`src/hw/rtl/rgbw_pkg.sv`:
```
`timescale 1ns / 1ps
`default_nettype none
// ----------------------------------------------------------------------------
// rgbw_pkg: shared types, constants and table function
// Register map, controller state and command types, and the sine entry
// generator used to fill the breathing table.
// ----------------------------------------------------------------------------
package rgbw_pkg;

  localparam int PHASE_BITS_DEF   = 16;
  localparam int SINE_ENTRIES_DEF = 256;
  localparam int DUTY_BITS_DEF    = 13;

  localparam int TARGET_W      = 8;
  localparam int TARGET_LEVELS = 256;
  localparam int TARGET_MAX    = 255;
  localparam int FACTOR_W      = 16;
  localparam int NUM_CH        = 4;
  localparam int CH_W          = 2;

  localparam int CFG_INDEX_W   = 3;
  localparam int CFG_DATA_W    = 16;
  localparam int PHASE_INC_W   = 16;
  localparam int PHASE_INC_RST = 522;

  localparam logic [CFG_INDEX_W-1:0] REG_RED_TARGET   = 3'd0;
  localparam logic [CFG_INDEX_W-1:0] REG_GREEN_TARGET = 3'd1;
  localparam logic [CFG_INDEX_W-1:0] REG_BLUE_TARGET  = 3'd2;
  localparam logic [CFG_INDEX_W-1:0] REG_WHITE_TARGET = 3'd3;
  localparam logic [CFG_INDEX_W-1:0] REG_BREATH_EN    = 3'd4;
  localparam logic [CFG_INDEX_W-1:0] REG_PHASE_INC    = 3'd5;

  localparam logic [CH_W-1:0] CH_RED   = 2'd0;
  localparam logic [CH_W-1:0] CH_GREEN = 2'd1;
  localparam logic [CH_W-1:0] CH_BLUE  = 2'd2;
  localparam logic [CH_W-1:0] CH_WHITE = 2'd3;
  localparam logic [CH_W-1:0] CH_LAST  = CH_WHITE;

  localparam logic [63:0] Q30_ONE     = 64'd1073741824;
  localparam logic [63:0] HALF_PI_Q30 = 64'd1686629713;
  localparam logic [63:0] FACTOR_MAX  = 64'd65535;
  localparam logic [63:0] TAYLOR_DIV [5] = '{64'd110, 64'd72, 64'd42, 64'd20, 64'd6};

  typedef enum logic [2:0] {
    ST_IDLE,
    ST_ROM,
    ST_SQUARE,
    ST_SCALE,
    ST_MAP,
    ST_LOAD
  } rgbw_state_t;

  typedef struct packed {
    logic            accept;
    logic            rom_rd;
    logic            square;
    logic            scale;
    logic            map;
    logic            load_out;
    logic [CH_W-1:0] ch;
  } rgbw_cmd_t;

  typedef struct packed {
    logic out_free;
  } rgbw_status_t;

  // (sin + 1) / 2 in Q0.16 for an angle given as a Q32 fraction of a turn
  function automatic logic [FACTOR_W-1:0] sine_entry(input logic [63:0] angle);
    logic [1:0]  quad;
    logic [63:0] u;
    logic [63:0] x;
    logic [63:0] x2;
    logic [63:0] h;
    logic [63:0] d;
    logic [63:0] s;
    logic [63:0] f;
    quad = angle[31:30];
    u    = {34'd0, angle[29:0]};
    if (quad[0]) begin
      u = Q30_ONE - u;
    end
    x  = (u * HALF_PI_Q30) >> 30;
    x2 = (x * x) >> 30;
    h  = Q30_ONE;
    for (int i = 0; i < 5; i++) begin
      d = ((x2 * h) >> 30) / TAYLOR_DIV[i];
      h = (d < Q30_ONE) ? Q30_ONE - d : 64'd0;
    end
    s = (x * h) >> 30;
    if (s > Q30_ONE) begin
      s = Q30_ONE;
    end
    f = quad[1] ? ((Q30_ONE - s) >> 1) : ((Q30_ONE + s) >> 1);
    f = (f * FACTOR_MAX + (Q30_ONE >> 1)) >> 30;
    if (f > FACTOR_MAX) begin
      f = FACTOR_MAX;
    end
    return f[FACTOR_W-1:0];
  endfunction

endpackage
`default_nettype wire

```
`src/hw/rtl/rgbw_ifs.sv`:
```
`timescale 1ns / 1ps
`default_nettype none
// ----------------------------------------------------------------------------
// rgbw interfaces: tick, duty and configuration channels
// Valid/ready channels; a transfer happens when valid and ready are high.
// ----------------------------------------------------------------------------
interface rgbw_tick_if;
  logic valid;
  logic ready;
  logic tick;
  modport source (output valid, output tick, input ready);
  modport sink (input valid, input tick, output ready);
endinterface

interface rgbw_duty_if #(
  parameter int DUTY_BITS = rgbw_pkg::DUTY_BITS_DEF
);
  logic                 valid;
  logic                 ready;
  logic [DUTY_BITS-1:0] red_duty;
  logic [DUTY_BITS-1:0] green_duty;
  logic [DUTY_BITS-1:0] blue_duty;
  logic [DUTY_BITS-1:0] white_duty;
  modport source (output valid, output red_duty, output green_duty,
                  output blue_duty, output white_duty, input ready);
  modport sink (input valid, input red_duty, input green_duty,
                input blue_duty, input white_duty, output ready);
endinterface

interface rgbw_cfg_if;
  logic                             valid;
  logic                             ready;
  logic [rgbw_pkg::CFG_INDEX_W-1:0] index;
  logic [rgbw_pkg::CFG_DATA_W-1:0]  data;
  modport source (output valid, output index, output data, input ready);
  modport sink (input valid, input index, input data, output ready);
endinterface
`default_nettype wire

```
`src/hw/rtl/rgbw_breathing_pwm_duty.sv`:
```
`timescale 1ns / 1ps
`default_nettype none
// ----------------------------------------------------------------------------
// rgbw_breathing_pwm_duty: four-channel breathing PWM duty generator
// A tick transfer starts table read, square, per-channel scale and duty map,
// which walk one shared multiplier and duty table over the four channels in
// turn, then a load into the output register; no new tick is taken before
// that load. A waiting result sits in the output register until its transfer.
// Reset: targets and enable clear, phase clears, increment returns to 522.
// ----------------------------------------------------------------------------
module rgbw_breathing_pwm_duty #(
  parameter int PHASE_BITS         = rgbw_pkg::PHASE_BITS_DEF,
  parameter int SINE_TABLE_ENTRIES = rgbw_pkg::SINE_ENTRIES_DEF,
  parameter int DUTY_BITS          = rgbw_pkg::DUTY_BITS_DEF
) (
  input wire           clk,
  input wire           rst,
  rgbw_tick_if.sink    tick_ch,
  rgbw_duty_if.source  duty_ch,
  rgbw_cfg_if.sink     cfg
);

  rgbw_pkg::rgbw_cmd_t    cmd;
  rgbw_pkg::rgbw_status_t status;
  logic                   in_ready;
  logic                   out_valid;
  logic [DUTY_BITS-1:0]   red_duty;
  logic [DUTY_BITS-1:0]   green_duty;
  logic [DUTY_BITS-1:0]   blue_duty;
  logic [DUTY_BITS-1:0]   white_duty;

  assign cfg.ready          = 1'b1;
  assign tick_ch.ready      = in_ready;
  assign duty_ch.valid      = out_valid;
  assign duty_ch.red_duty   = red_duty;
  assign duty_ch.green_duty = green_duty;
  assign duty_ch.blue_duty  = blue_duty;
  assign duty_ch.white_duty = white_duty;

  rgbw_ctrl u_ctrl (
    .clk      (clk),
    .rst      (rst),
    .in_valid (tick_ch.valid),
    .in_ready (in_ready),
    .status   (status),
    .cmd      (cmd)
  );

  rgbw_dp #(
    .PHASE_BITS         (PHASE_BITS),
    .SINE_TABLE_ENTRIES (SINE_TABLE_ENTRIES),
    .DUTY_BITS          (DUTY_BITS)
  ) u_dp (
    .clk        (clk),
    .rst        (rst),
    .cmd        (cmd),
    .status     (status),
    .tick       (tick_ch.tick),
    .cfg_wr     (cfg.valid && cfg.ready),
    .cfg_index  (cfg.index),
    .cfg_data   (cfg.data),
    .out_valid  (out_valid),
    .out_ready  (duty_ch.ready),
    .red_duty   (red_duty),
    .green_duty (green_duty),
    .blue_duty  (blue_duty),
    .white_duty (white_duty)
  );

  a_one_item_at_a_time: assert property (@(posedge clk) disable iff (rst)
    (tick_ch.valid && tick_ch.ready) |=> !tick_ch.ready)
    else $error("tick accepted while an item is in flight");

  a_load_into_free_slot: assert property (@(posedge clk) disable iff (rst)
    cmd.load_out |-> status.out_free)
    else $error("output register overwritten before its transfer");

  a_valid_from_load: assert property (@(posedge clk) disable iff (rst)
    $rose(duty_ch.valid) |-> $past(cmd.load_out))
    else $error("duty result raised without a load");

endmodule
`default_nettype wire

```
`src/hw/rtl/rgbw_ctrl.sv`:
```
`timescale 1ns / 1ps
`default_nettype none
// ----------------------------------------------------------------------------
// rgbw_ctrl: sequencing controller
// Steps one item through table read, square, per-channel scale, duty map and output load.
// ----------------------------------------------------------------------------
module rgbw_ctrl (
  input  wire                    clk,
  input  wire                    rst,
  input  wire                    in_valid,
  output logic                   in_ready,
  input  rgbw_pkg::rgbw_status_t status,
  output rgbw_pkg::rgbw_cmd_t    cmd
);

  rgbw_pkg::rgbw_state_t     state;
  rgbw_pkg::rgbw_state_t     state_next;
  logic [rgbw_pkg::CH_W-1:0] ch;
  logic [rgbw_pkg::CH_W-1:0] ch_next;

  always_ff @(posedge clk) begin
    if (rst) begin
      state <= rgbw_pkg::ST_IDLE;
      ch    <= rgbw_pkg::CH_RED;
    end else begin
      state <= state_next;
      ch    <= ch_next;
    end
  end

  always_comb begin
    state_next = state;
    ch_next    = ch;
    case (state)
      rgbw_pkg::ST_IDLE: begin
        if (in_valid) begin
          state_next = rgbw_pkg::ST_ROM;
        end
      end
      rgbw_pkg::ST_ROM:    state_next = rgbw_pkg::ST_SQUARE;
      rgbw_pkg::ST_SQUARE: state_next = rgbw_pkg::ST_SCALE;
      rgbw_pkg::ST_SCALE: begin
        ch_next = ch + 1'b1;
        if (ch == rgbw_pkg::CH_LAST) begin
          state_next = rgbw_pkg::ST_MAP;
        end
      end
      rgbw_pkg::ST_MAP: begin
        ch_next = ch + 1'b1;
        if (ch == rgbw_pkg::CH_LAST) begin
          state_next = rgbw_pkg::ST_LOAD;
        end
      end
      rgbw_pkg::ST_LOAD: begin
        if (status.out_free) begin
          state_next = rgbw_pkg::ST_IDLE;
        end
      end
      default: begin
        state_next = rgbw_pkg::ST_IDLE;
        ch_next    = rgbw_pkg::CH_RED;
      end
    endcase
  end

  always_comb begin
    in_ready     = 1'b0;
    cmd          = '0;
    cmd.ch       = ch;
    case (state)
      rgbw_pkg::ST_IDLE: begin
        in_ready   = 1'b1;
        cmd.accept = in_valid;
      end
      rgbw_pkg::ST_ROM:    cmd.rom_rd   = 1'b1;
      rgbw_pkg::ST_SQUARE: cmd.square   = 1'b1;
      rgbw_pkg::ST_SCALE:  cmd.scale    = 1'b1;
      rgbw_pkg::ST_MAP:    cmd.map      = 1'b1;
      rgbw_pkg::ST_LOAD:   cmd.load_out = status.out_free;
      default: begin
        in_ready = 1'b0;
      end
    endcase
  end

endmodule
`default_nettype wire

```
`src/hw/rtl/rgbw_dp.sv`:
```
`timescale 1ns / 1ps
`default_nettype none
// ----------------------------------------------------------------------------
// rgbw_dp: breathing datapath
// Configuration registers, phase accumulator, sine table, shared multiplier,
// duty map table and output register.
// ----------------------------------------------------------------------------
module rgbw_dp #(
  parameter int PHASE_BITS         = rgbw_pkg::PHASE_BITS_DEF,
  parameter int SINE_TABLE_ENTRIES = rgbw_pkg::SINE_ENTRIES_DEF,
  parameter int DUTY_BITS          = rgbw_pkg::DUTY_BITS_DEF
) (
  input  wire                                   clk,
  input  wire                                   rst,
  input  rgbw_pkg::rgbw_cmd_t                   cmd,
  output rgbw_pkg::rgbw_status_t                status,
  input  wire                                   tick,
  input  wire                                   cfg_wr,
  input  wire [rgbw_pkg::CFG_INDEX_W-1:0]       cfg_index,
  input  wire [rgbw_pkg::CFG_DATA_W-1:0]        cfg_data,
  output logic                                  out_valid,
  input  wire                                   out_ready,
  output logic [DUTY_BITS-1:0]                  red_duty,
  output logic [DUTY_BITS-1:0]                  green_duty,
  output logic [DUTY_BITS-1:0]                  blue_duty,
  output logic [DUTY_BITS-1:0]                  white_duty
);

  localparam int IDX_W    = $clog2(SINE_TABLE_ENTRIES);
  localparam int PROD_W   = PHASE_BITS + IDX_W + 1;
  localparam int DUTY_MAX = (1 << DUTY_BITS) - 1;
  localparam int TW       = rgbw_pkg::TARGET_W;
  localparam int FW       = rgbw_pkg::FACTOR_W;

  logic [TW-1:0]         target [rgbw_pkg::NUM_CH];
  logic                  breath_en;
  logic [PHASE_BITS-1:0] phase_inc;
  logic [PHASE_BITS-1:0] phase;
  logic [FW-1:0]         factor;
  logic [FW-1:0]         factor_sq;
  logic [TW-1:0]         level [rgbw_pkg::NUM_CH];
  logic [DUTY_BITS-1:0]  duty [rgbw_pkg::NUM_CH];

  logic [FW-1:0]         sine_tab [SINE_TABLE_ENTRIES];
  logic [DUTY_BITS-1:0]  duty_tab [rgbw_pkg::TARGET_LEVELS];
  logic [PROD_W-1:0]     idx_prod;
  logic [IDX_W-1:0]      idx;
  logic [2*FW-1:0]       sq_prod;
  logic [TW+FW-1:0]      scale_prod;

  for (genvar k = 0; k < SINE_TABLE_ENTRIES; k++) begin : g_sine
    localparam logic [63:0] ANGLE = (64'(k) << 32) / SINE_TABLE_ENTRIES;
    assign sine_tab[k] = rgbw_pkg::sine_entry(ANGLE);
  end

  for (genvar k = 0; k < rgbw_pkg::TARGET_LEVELS; k++) begin : g_duty
    localparam int DUTY_K = (k * DUTY_MAX) / rgbw_pkg::TARGET_MAX;
    assign duty_tab[k] = DUTY_BITS'(DUTY_K);
  end

  assign idx_prod   = PROD_W'(phase) * PROD_W'(SINE_TABLE_ENTRIES);
  assign idx        = idx_prod[PHASE_BITS +: IDX_W];
  assign sq_prod    = factor * factor;
  assign scale_prod = target[cmd.ch] * factor_sq;

  assign status.out_free = !out_valid || out_ready;

  always_ff @(posedge clk) begin
    if (rst) begin
      for (int i = 0; i < rgbw_pkg::NUM_CH; i++) begin
        target[i] <= '0;
      end
      breath_en <= 1'b0;
      phase_inc <= PHASE_BITS'(rgbw_pkg::PHASE_INC_RST);
      phase     <= '0;
    end else begin
      if (cfg_wr) begin
        case (cfg_index)
          rgbw_pkg::REG_RED_TARGET:   target[rgbw_pkg::CH_RED]   <= cfg_data[TW-1:0];
          rgbw_pkg::REG_GREEN_TARGET: target[rgbw_pkg::CH_GREEN] <= cfg_data[TW-1:0];
          rgbw_pkg::REG_BLUE_TARGET:  target[rgbw_pkg::CH_BLUE]  <= cfg_data[TW-1:0];
          rgbw_pkg::REG_WHITE_TARGET: target[rgbw_pkg::CH_WHITE] <= cfg_data[TW-1:0];
          rgbw_pkg::REG_BREATH_EN:    breath_en <= cfg_data[0];
          rgbw_pkg::REG_PHASE_INC:
            phase_inc <= PHASE_BITS'(cfg_data[rgbw_pkg::PHASE_INC_W-1:0]);
          default: begin
          end
        endcase
      end
      if (cmd.accept && tick && breath_en) begin
        phase <= phase + phase_inc;
      end
    end
  end

  always_ff @(posedge clk) begin
    if (cmd.rom_rd) begin
      factor <= sine_tab[idx];
    end
    if (cmd.square) begin
      factor_sq <= sq_prod[2*FW-1:FW];
    end
    if (cmd.scale) begin
      level[cmd.ch] <= breath_en ? scale_prod[TW+FW-1:FW] : target[cmd.ch];
    end
    if (cmd.map) begin
      duty[cmd.ch] <= duty_tab[level[cmd.ch]];
    end
  end

  always_ff @(posedge clk) begin
    if (rst) begin
      out_valid <= 1'b0;
    end else if (cmd.load_out) begin
      out_valid <= 1'b1;
    end else if (out_ready) begin
      out_valid <= 1'b0;
    end
  end

  always_ff @(posedge clk) begin
    if (cmd.load_out) begin
      red_duty   <= duty[rgbw_pkg::CH_RED];
      green_duty <= duty[rgbw_pkg::CH_GREEN];
      blue_duty  <= duty[rgbw_pkg::CH_BLUE];
      white_duty <= duty[rgbw_pkg::CH_WHITE];
    end
  end

endmodule
`default_nettype wire

```
`src/flat_wrapper.sv`:
```
// flat-port wrapper written by rule: the top's interface ports become plain ports
module rgbw_breathing_pwm_duty_flat 
#(
  parameter int PHASE_BITS         = rgbw_pkg::PHASE_BITS_DEF,
  parameter int SINE_TABLE_ENTRIES = rgbw_pkg::SINE_ENTRIES_DEF,
  parameter int DUTY_BITS          = rgbw_pkg::DUTY_BITS_DEF
)
  (clk, rst, tick_ch_valid, tick_ch_tick, tick_ch_ready, duty_ch_valid, duty_ch_red_duty, duty_ch_green_duty, duty_ch_blue_duty, duty_ch_white_duty, duty_ch_ready, cfg_valid, cfg_index, cfg_data, cfg_ready);
  rgbw_tick_if tick_ch_i ();
  rgbw_duty_if #(.DUTY_BITS(DUTY_BITS)) duty_ch_i ();
  rgbw_cfg_if cfg_i ();
  input wire clk;
  input wire rst;
  input wire logic [$bits(tick_ch_i.valid)-1:0] tick_ch_valid;
  input wire logic [$bits(tick_ch_i.tick)-1:0] tick_ch_tick;
  output wire logic [$bits(tick_ch_i.ready)-1:0] tick_ch_ready;
  output wire logic [$bits(duty_ch_i.valid)-1:0] duty_ch_valid;
  output wire logic [$bits(duty_ch_i.red_duty)-1:0] duty_ch_red_duty;
  output wire logic [$bits(duty_ch_i.green_duty)-1:0] duty_ch_green_duty;
  output wire logic [$bits(duty_ch_i.blue_duty)-1:0] duty_ch_blue_duty;
  output wire logic [$bits(duty_ch_i.white_duty)-1:0] duty_ch_white_duty;
  input wire logic [$bits(duty_ch_i.ready)-1:0] duty_ch_ready;
  input wire logic [$bits(cfg_i.valid)-1:0] cfg_valid;
  input wire logic [$bits(cfg_i.index)-1:0] cfg_index;
  input wire logic [$bits(cfg_i.data)-1:0] cfg_data;
  output wire logic [$bits(cfg_i.ready)-1:0] cfg_ready;
  assign tick_ch_i.valid = tick_ch_valid;
  assign tick_ch_i.tick = tick_ch_tick;
  assign tick_ch_ready = tick_ch_i.ready;
  assign duty_ch_valid = duty_ch_i.valid;
  assign duty_ch_red_duty = duty_ch_i.red_duty;
  assign duty_ch_green_duty = duty_ch_i.green_duty;
  assign duty_ch_blue_duty = duty_ch_i.blue_duty;
  assign duty_ch_white_duty = duty_ch_i.white_duty;
  assign duty_ch_i.ready = duty_ch_ready;
  assign cfg_i.valid = cfg_valid;
  assign cfg_i.index = cfg_index;
  assign cfg_i.data = cfg_data;
  assign cfg_ready = cfg_i.ready;
  rgbw_breathing_pwm_duty #(.PHASE_BITS(PHASE_BITS), .SINE_TABLE_ENTRIES(SINE_TABLE_ENTRIES), .DUTY_BITS(DUTY_BITS)) u_core (.clk(clk), .rst(rst), .tick_ch(tick_ch_i), .duty_ch(duty_ch_i), .cfg(cfg_i));
endmodule
```
`config.mk`:
```
export PLATFORM = sky130hd
export DESIGN_NAME = rgbw_breathing_pwm_duty_flat
export DESIGN_NICKNAME = d
export VERILOG_FILES = /design/src/hw/rtl/rgbw_pkg.sv /design/src/hw/rtl/rgbw_ifs.sv /design/src/hw/rtl/rgbw_breathing_pwm_duty.sv /design/src/hw/rtl/rgbw_ctrl.sv /design/src/hw/rtl/rgbw_dp.sv /design/src/flat_wrapper.sv
export SDC_FILE = /design/constraint.sdc
export NUM_CORES = 1
export LEC_CHECK = 0
export ABC_AREA = 1
export BUFFER_PORTS_ARGS = -buffer_cell sky130_fd_sc_hd__buf_2
export CAP_MARGIN = 20
export CORE_MARGIN = 2
export CORE_UTILIZATION = 50
export DETAILED_ROUTE_END_ITERATION = 8
export PLACE_DENSITY = 0.73
export SYNTH_ARGS = -nofsm -noshare
export SYNTH_HDL_FRONTEND = slang
export SYNTH_HIERARCHICAL = 1
export SYNTH_SLANG_ARGS = --single-unit
```
`constraint.sdc`:
```
create_clock -name clk -period 14.47 [get_ports clk]
set_input_delay 0.7235 -clock clk [delete_from_list [all_inputs] [get_ports clk]]
set_output_delay 0.7235 -clock clk [all_outputs]
set_load 0.1 [all_outputs]
```
# ---- After elaboration in Yosys (flattened, before gate mapping)
# Memory sizes are Yosys's and may differ from the RTL's. A register that Yosys moved wholly into a read port is not among the register bits.
# Cells that the tools add are included.
dict set report op_classes {
  n_addsub 2
  mul 2
  magnitude_cmp 1
  n_eq_ne 15
  n_mux 48
  bitwise 6
  reduce_logical 12
}
# operator n
set op_table {}
lappend op_table {{$mux W8} 5}
lappend op_table {{$mul A16 B16 Y32} 1}
lappend op_table {{$mux W1} 31}
lappend op_table {{$mux W13} 2}
lappend op_table {{$mul A8 B16 Y24} 1}
lappend op_table {{$not A8 Y9} 2}
lappend op_table {{$pmux W3 S6} 1}
lappend op_table {{$add A16 B16 Y16} 1}
lappend op_table {{$eq A3 B2 Y1 const B} 4}
lappend op_table {{$eq A3 B3 Y1 const B} 4}
lappend op_table {{$mux W3} 4}
lappend op_table {{$ge A9 B9 Y1 const B} 1}
lappend op_table {{$mux W2} 4}
lappend op_table {{$ne A2 B2 Y1 const B} 4}
lappend op_table {{$eq A3 B1 Y1 const B} 2}
lappend op_table {{$logic_not A3 Y1} 2}
lappend op_table {{$or A1 B1 Y1} 4}
lappend op_table {{$pmux W2 S2} 1}
lappend op_table {{$reduce_and A2 Y1} 2}
lappend op_table {{$reduce_and A4 Y1} 1}
lappend op_table {{$reduce_or A4 Y1} 1}
lappend op_table {{$add A2 B1 Y2 const B} 1}
lappend op_table {{$eq A2 B2 Y1 const B} 1}
lappend op_table {{$logic_and A1 B1 Y1} 2}
lappend op_table {{other kinds (4)} 4}
dict set report word_totals {
  reg_bits 55
  ramBits 116
  mem_bits_ro 7424
  inputBits 25
  out_inout_bits 55
  wordCells 98
  memories 5
}
# name words word_bits rd rd_clocked_by_memory_dff write_ports line
set memory_table {}
lappend memory_table {{(no name shown)} 256 16 1 1 0 rgbw_dp.sv:98} ;# factor <= sine_tab[idx];
lappend memory_table {{(no name shown)} 256 13 1 0 0 rgbw_dp.sv:107} ;# duty[cmd.ch] <= duty_tab[level[cmd.ch]];
lappend memory_table {u_core.u_dp.duty 4 13 4 4 1 rgbw_dp.sv:42} ;# logic [DUTY_BITS-1:0] duty [rgbw_pkg::NUM_CH];
lappend memory_table {u_core.u_dp.level 4 8 1 1 1 rgbw_dp.sv:41} ;# logic [TW-1:0] level [rgbw_pkg::NUM_CH];
lappend memory_table {u_core.u_dp.target 4 8 1 1 4 rgbw_dp.sv:35} ;# logic [TW-1:0] target [rgbw_pkg::NUM_CH];

# ---- Logic depth before layout (Yosys ltp)
dict set report depth {
  ltp_word 6
  ltp_mapped 29
  ltp_nobuf 28
}

# ---- By module
# The synthesis kept the hierarchy.
# mod instances cells_each area_each_um2 seq_area_each_um2
set by_module_without_submodules {}
lappend by_module_without_submodules {rgbw_dp 1 2932 24197.0 6686.4}
lappend by_module_without_submodules {rgbw_ctrl 1 59 365.4 100.1}
lappend by_module_without_submodules {rgbw_breathing_pwm_duty 1 2 11.3 0.0}

# ---- Worst setup path before layout
# OpenSTA, ideal clock, no wires.
dict set report synth_timing {
  path_type {reg-to-reg}
  from {register u_core.u_dp.factor[13]}
  to {register u_core.u_dp.factor_sq[13] (data pin)}
  setup_time_ps 252
  arrival_time_ps 5285
  required_ps 14218
  slack_ps 8933
  path_stages_with_launch 23
  path_buffers 2
  period_less_slack_ps 5537
  cell_sequence {edfxtp_1 > clkbuf_1 > clkbuf_1 > nand2_1 > fa_1 > fa_1 > inv_1 > fa_1 > fa_1 > fa_1 > inv_1 > fa_1 > inv_1 > ha_1 > a21oi_1 > o21ai_0 > a21oi_1 > nand3_1 > a21o_1 > nand2_1 > nand2_1 > nand2_1 > nand2_1}
}
dict set report synth_between {
  elab_chain_len 1
}
# item line
set synth_lines {}
lappend synth_lines {{start: declaration} rgbw_dp.sv:39} ;# logic [FW-1:0] factor;
lappend synth_lines {{$mul A16 B16 Y32} rgbw_dp.sv:63} ;# assign sq_prod = factor * factor;
lappend synth_lines {{via u_core.u_dp.sq_prod[29]} rgbw_dp.sv:48} ;# logic [2*FW-1:0] sq_prod;
lappend synth_lines {{end signal: assignment} rgbw_dp.sv:101} ;# factor_sq <= sq_prod[2*FW-1:FW];
lappend synth_lines {{end: declaration} rgbw_dp.sv:40} ;# logic [FW-1:0] factor_sq;
# The timed path passes the listed nets, and every way through them passes these cells.
# A chain may end at the register's enable or synchronous reset.

==> run metrics <==
Initial Util 0.504; H-tree depth 1; minimum clock period 6.31 ns; period utilization 0.436; Area Overhead vs Synth 7.25%; Final setup violation count 0; initial antenna violation count 1; Crit-path slowest cell a221oi_2; total nets after synthesis 3435; Mapped Cells 2993; first-pass GRT wire length 117000 um; core footprint 0.0487 sq mm; final setup TNS 0 ns; DRT antenna net count 0; layout cell share with drive strength beyond 1 0.0700; Clock Skews 0.0129 ns; Worst-path clk slew 0.06 ns; setup repair bufs after CTS 0; EDFF count, synth 200; r2r setup slk 8.16 ns; worst-path cell chain nor2_4, a22oi_1, inv_1, a221oi_2, nor2_1, fa_1, inv_1, fa_1, inv_1, fa_1, inv_1, fa_1, inv_1, ha_1, a21oi_1, o21ai_0, a21o_1, a21oi_1, nand3_1, nand3_1, o21ai_0; endpoints failing hold 0; CTS tree built; status complete, no violations; CP Capture Type flop; Tot GR Track Use 0.296; IO buf count 78; Hold WC Path Type primary input to flop; # DRC 0; Nets 3454; Avg WL per Cell 20.1 um; Metal-1 WL 30200 um; RSZ-0062 raised after global routing false; # hold bufs at CTS 0; FF+latch count, synth 239; Layout Cells excl Fill 3692; metal3 WL 6130 um; most common cell after layout, fill and taps aside nand2_1; clock root buffer master clkbuf_16; antenna fix cells 0; Req. time, crit path 14.71 ns; total gr overflow 0; clock buffer depth 3; most common flop cell mapped by yosys edfxtp_1; Synth cell types 68; cell area after synthesis 0.0246 sq mm; drt total wl 74200 um; Pre-antenna DRT Iters 6; number of max-slew violations in the final report 0; worst skew pair latency 0.55 ns; Die Footprint 0.0509 sq mm; WS Path Type flop to flop; via count 21075; I/O pin count 80; dpl hpwl 57400 um; Core Rows 81; largest net degree at the start of global routing 57; Finished Core Util 0.541; Worst-Margin Slew 1.17 ns; most frequent CP cell inv_1; Ys Warns 6; Largest stage delay, worst path 0.85 ns; mean area per synthesized cell 8.21 sq um; routability cong. 1.05; vias per cell 5.71; Die H 226 um; startpoint types flop; DRT iter0 DRCs 2440; crit-path max FO 14; # placed instances 3648; die span in x 226 um; Sink Count 239; ys async rst share 0; max cap viols 0; wire length on met2 34500 um; register area share after synthesis 0.276; commonest cells after routing, fill and taps aside nand2_1 (588), inv_1 (578), nor2_1 (285), fa_1 (245), edfxtp_1 (200); Highest Signal Layer met4; Crit path arrival time 6.56 ns; Max Fclk 158 MHz; worst hold margin 0.400 ns; TritonCTS Buffers 26; vias in the first global route 21233; post-cts resize count 0; worst rel slew slack 0.221
## flip-flops by register name, indices dropped and copies added, names as in the netlist
name                    flops
u_core/u_dp/target         32
u_core/u_dp/level          32
u_core/u_dp/duty           52
u_core/u_dp/red_duty       13
u_core/u_dp/breath_en       1
u_core/u_dp/phase          16
u_core/u_ctrl/state         3
u_core/u_dp/blue_duty      13
u_core/u_dp/white_duty     13
u_core/u_dp/out_valid       1
u_core/u_dp/phase_inc      16
u_core/u_ctrl/ch            2
u_core/u_dp/factor         16
u_core/u_dp/green_duty     13
u_core/u_dp/factor_sq      16
## cells in the mapped netlist (8+ instances only)
cell / count / share of area
o21ai_1: 17 / 0.0035
dfxtp_1: 39 / 0.032
edfxtp_1: 200 / 0.24
o21ai_0: 142 / 0.029
a21oi_1: 147 / 0.030
o21bai_1: 17 / 0.0052
ha_1: 172 / 0.088
nand2_1: 588 / 0.090
a31oi_1: 23 / 0.0059
xnor2_1: 15 / 0.0053
o31ai_1: 11 / 0.0034
o211ai_1: 25 / 0.0076
buf_2: 27 / 0.0055
fa_1: 245 / 0.20
inv_1: 580 / 0.089
nor2_2: 8 / 0.0020
clkbuf_1: 64 / 0.0098
o221ai_1: 12 / 0.0043
o311ai_0: 8 / 0.0029
nand3_1: 142 / 0.029
nor3_1: 28 / 0.0057
nor2_1: 287 / 0.044
nand2_2: 12 / 0.0031
o2111ai_1: 13 / 0.0046
nand4_1: 20 / 0.0051
a22oi_1: 8 / 0.0024
a21o_1: 11 / 0.0034
xor2_1: 25 / 0.0089
## stage by stage
stage	setup WS, ns	instance area [sq um]
floorplan	8.93	24600
finish	8.16	26400
detailed placement	8.18	25500
global route	7.65	26400
CTS	8.17	26400
global placement	8.35	25500
## per-layer routing
metal | up-vias | track usage
li1 | 9653 | -
met1 | 10182 | 0.391
met2 | 1005 | 0.489
met3 | 235 | 0.0424
met4 | 0 | 0.123
met5 | - | 0
## path summary, 6_finish.rpt
kind / cells after the start / to / from
min reg2reg: 0 / u_core/u_dp/red_duty[9]$_DFFE_PP_ / u_core/u_dp/duty[0][9]$_DFFE_PP_
min: 3 / u_core/u_dp/phase_inc[9]$_SDFFE_PP1P_ / cfg_data[9]
max: 21 / u_core/u_dp/level[0][4]$_DFFE_PP_ / u_core/u_ctrl/ch[1]$_SDFFE_PP0N_
max reg2reg: 21 / u_core/u_dp/level[0][4]$_DFFE_PP_ / u_core/u_ctrl/ch[1]$_SDFFE_PP0N_
## area by class of cell
| type | count | area [sq um] |
|---|---|---|
| flip-flops and latches | 239 | 6790 |
| inverters | 590 | 2230 |
| multi-input cells | 2053 | 15000 |
| clock buffers | 27 | 654 |
| repair buffers | 102 | 571 |
| well taps | 664 | 831 |
| fillers | 4447 | 22400 |
| clock inverters | 17 | 238 |
## critical path: cells and delay by family, from the launching register on
| kind | cells | cell delay, ns |
|---|---|---|
| AO/OA/AOI/OAI | 7 | 2.02 |
| adder cells (fa/ha/maj) | 5 | 2.34 |
| buffers and inverters | 5 | 0.27 |
| flip-flops | 1 | 0.77 |
| AND/OR/NAND/NOR | 4 | 0.59 |
## cell families (layout without fill, tap and decap cells)
logic type,count (synthesis),count (layout),synth area share
AO/OA/AOI/OAI,478,478,0.118
XOR/XNOR,40,40,0.0143
buffers and inverters,701,736,0.112
adder cells (fa/ha/maj),417,417,0.287
AND/OR/NAND/NOR,1117,1117,0.192
flip-flops,239,239,0.276
other,1,1,0.000153
Power is left out: the tool's default activity adds up to more than one toggle a clock period on the data nets, which glitch-free logic cannot reach.
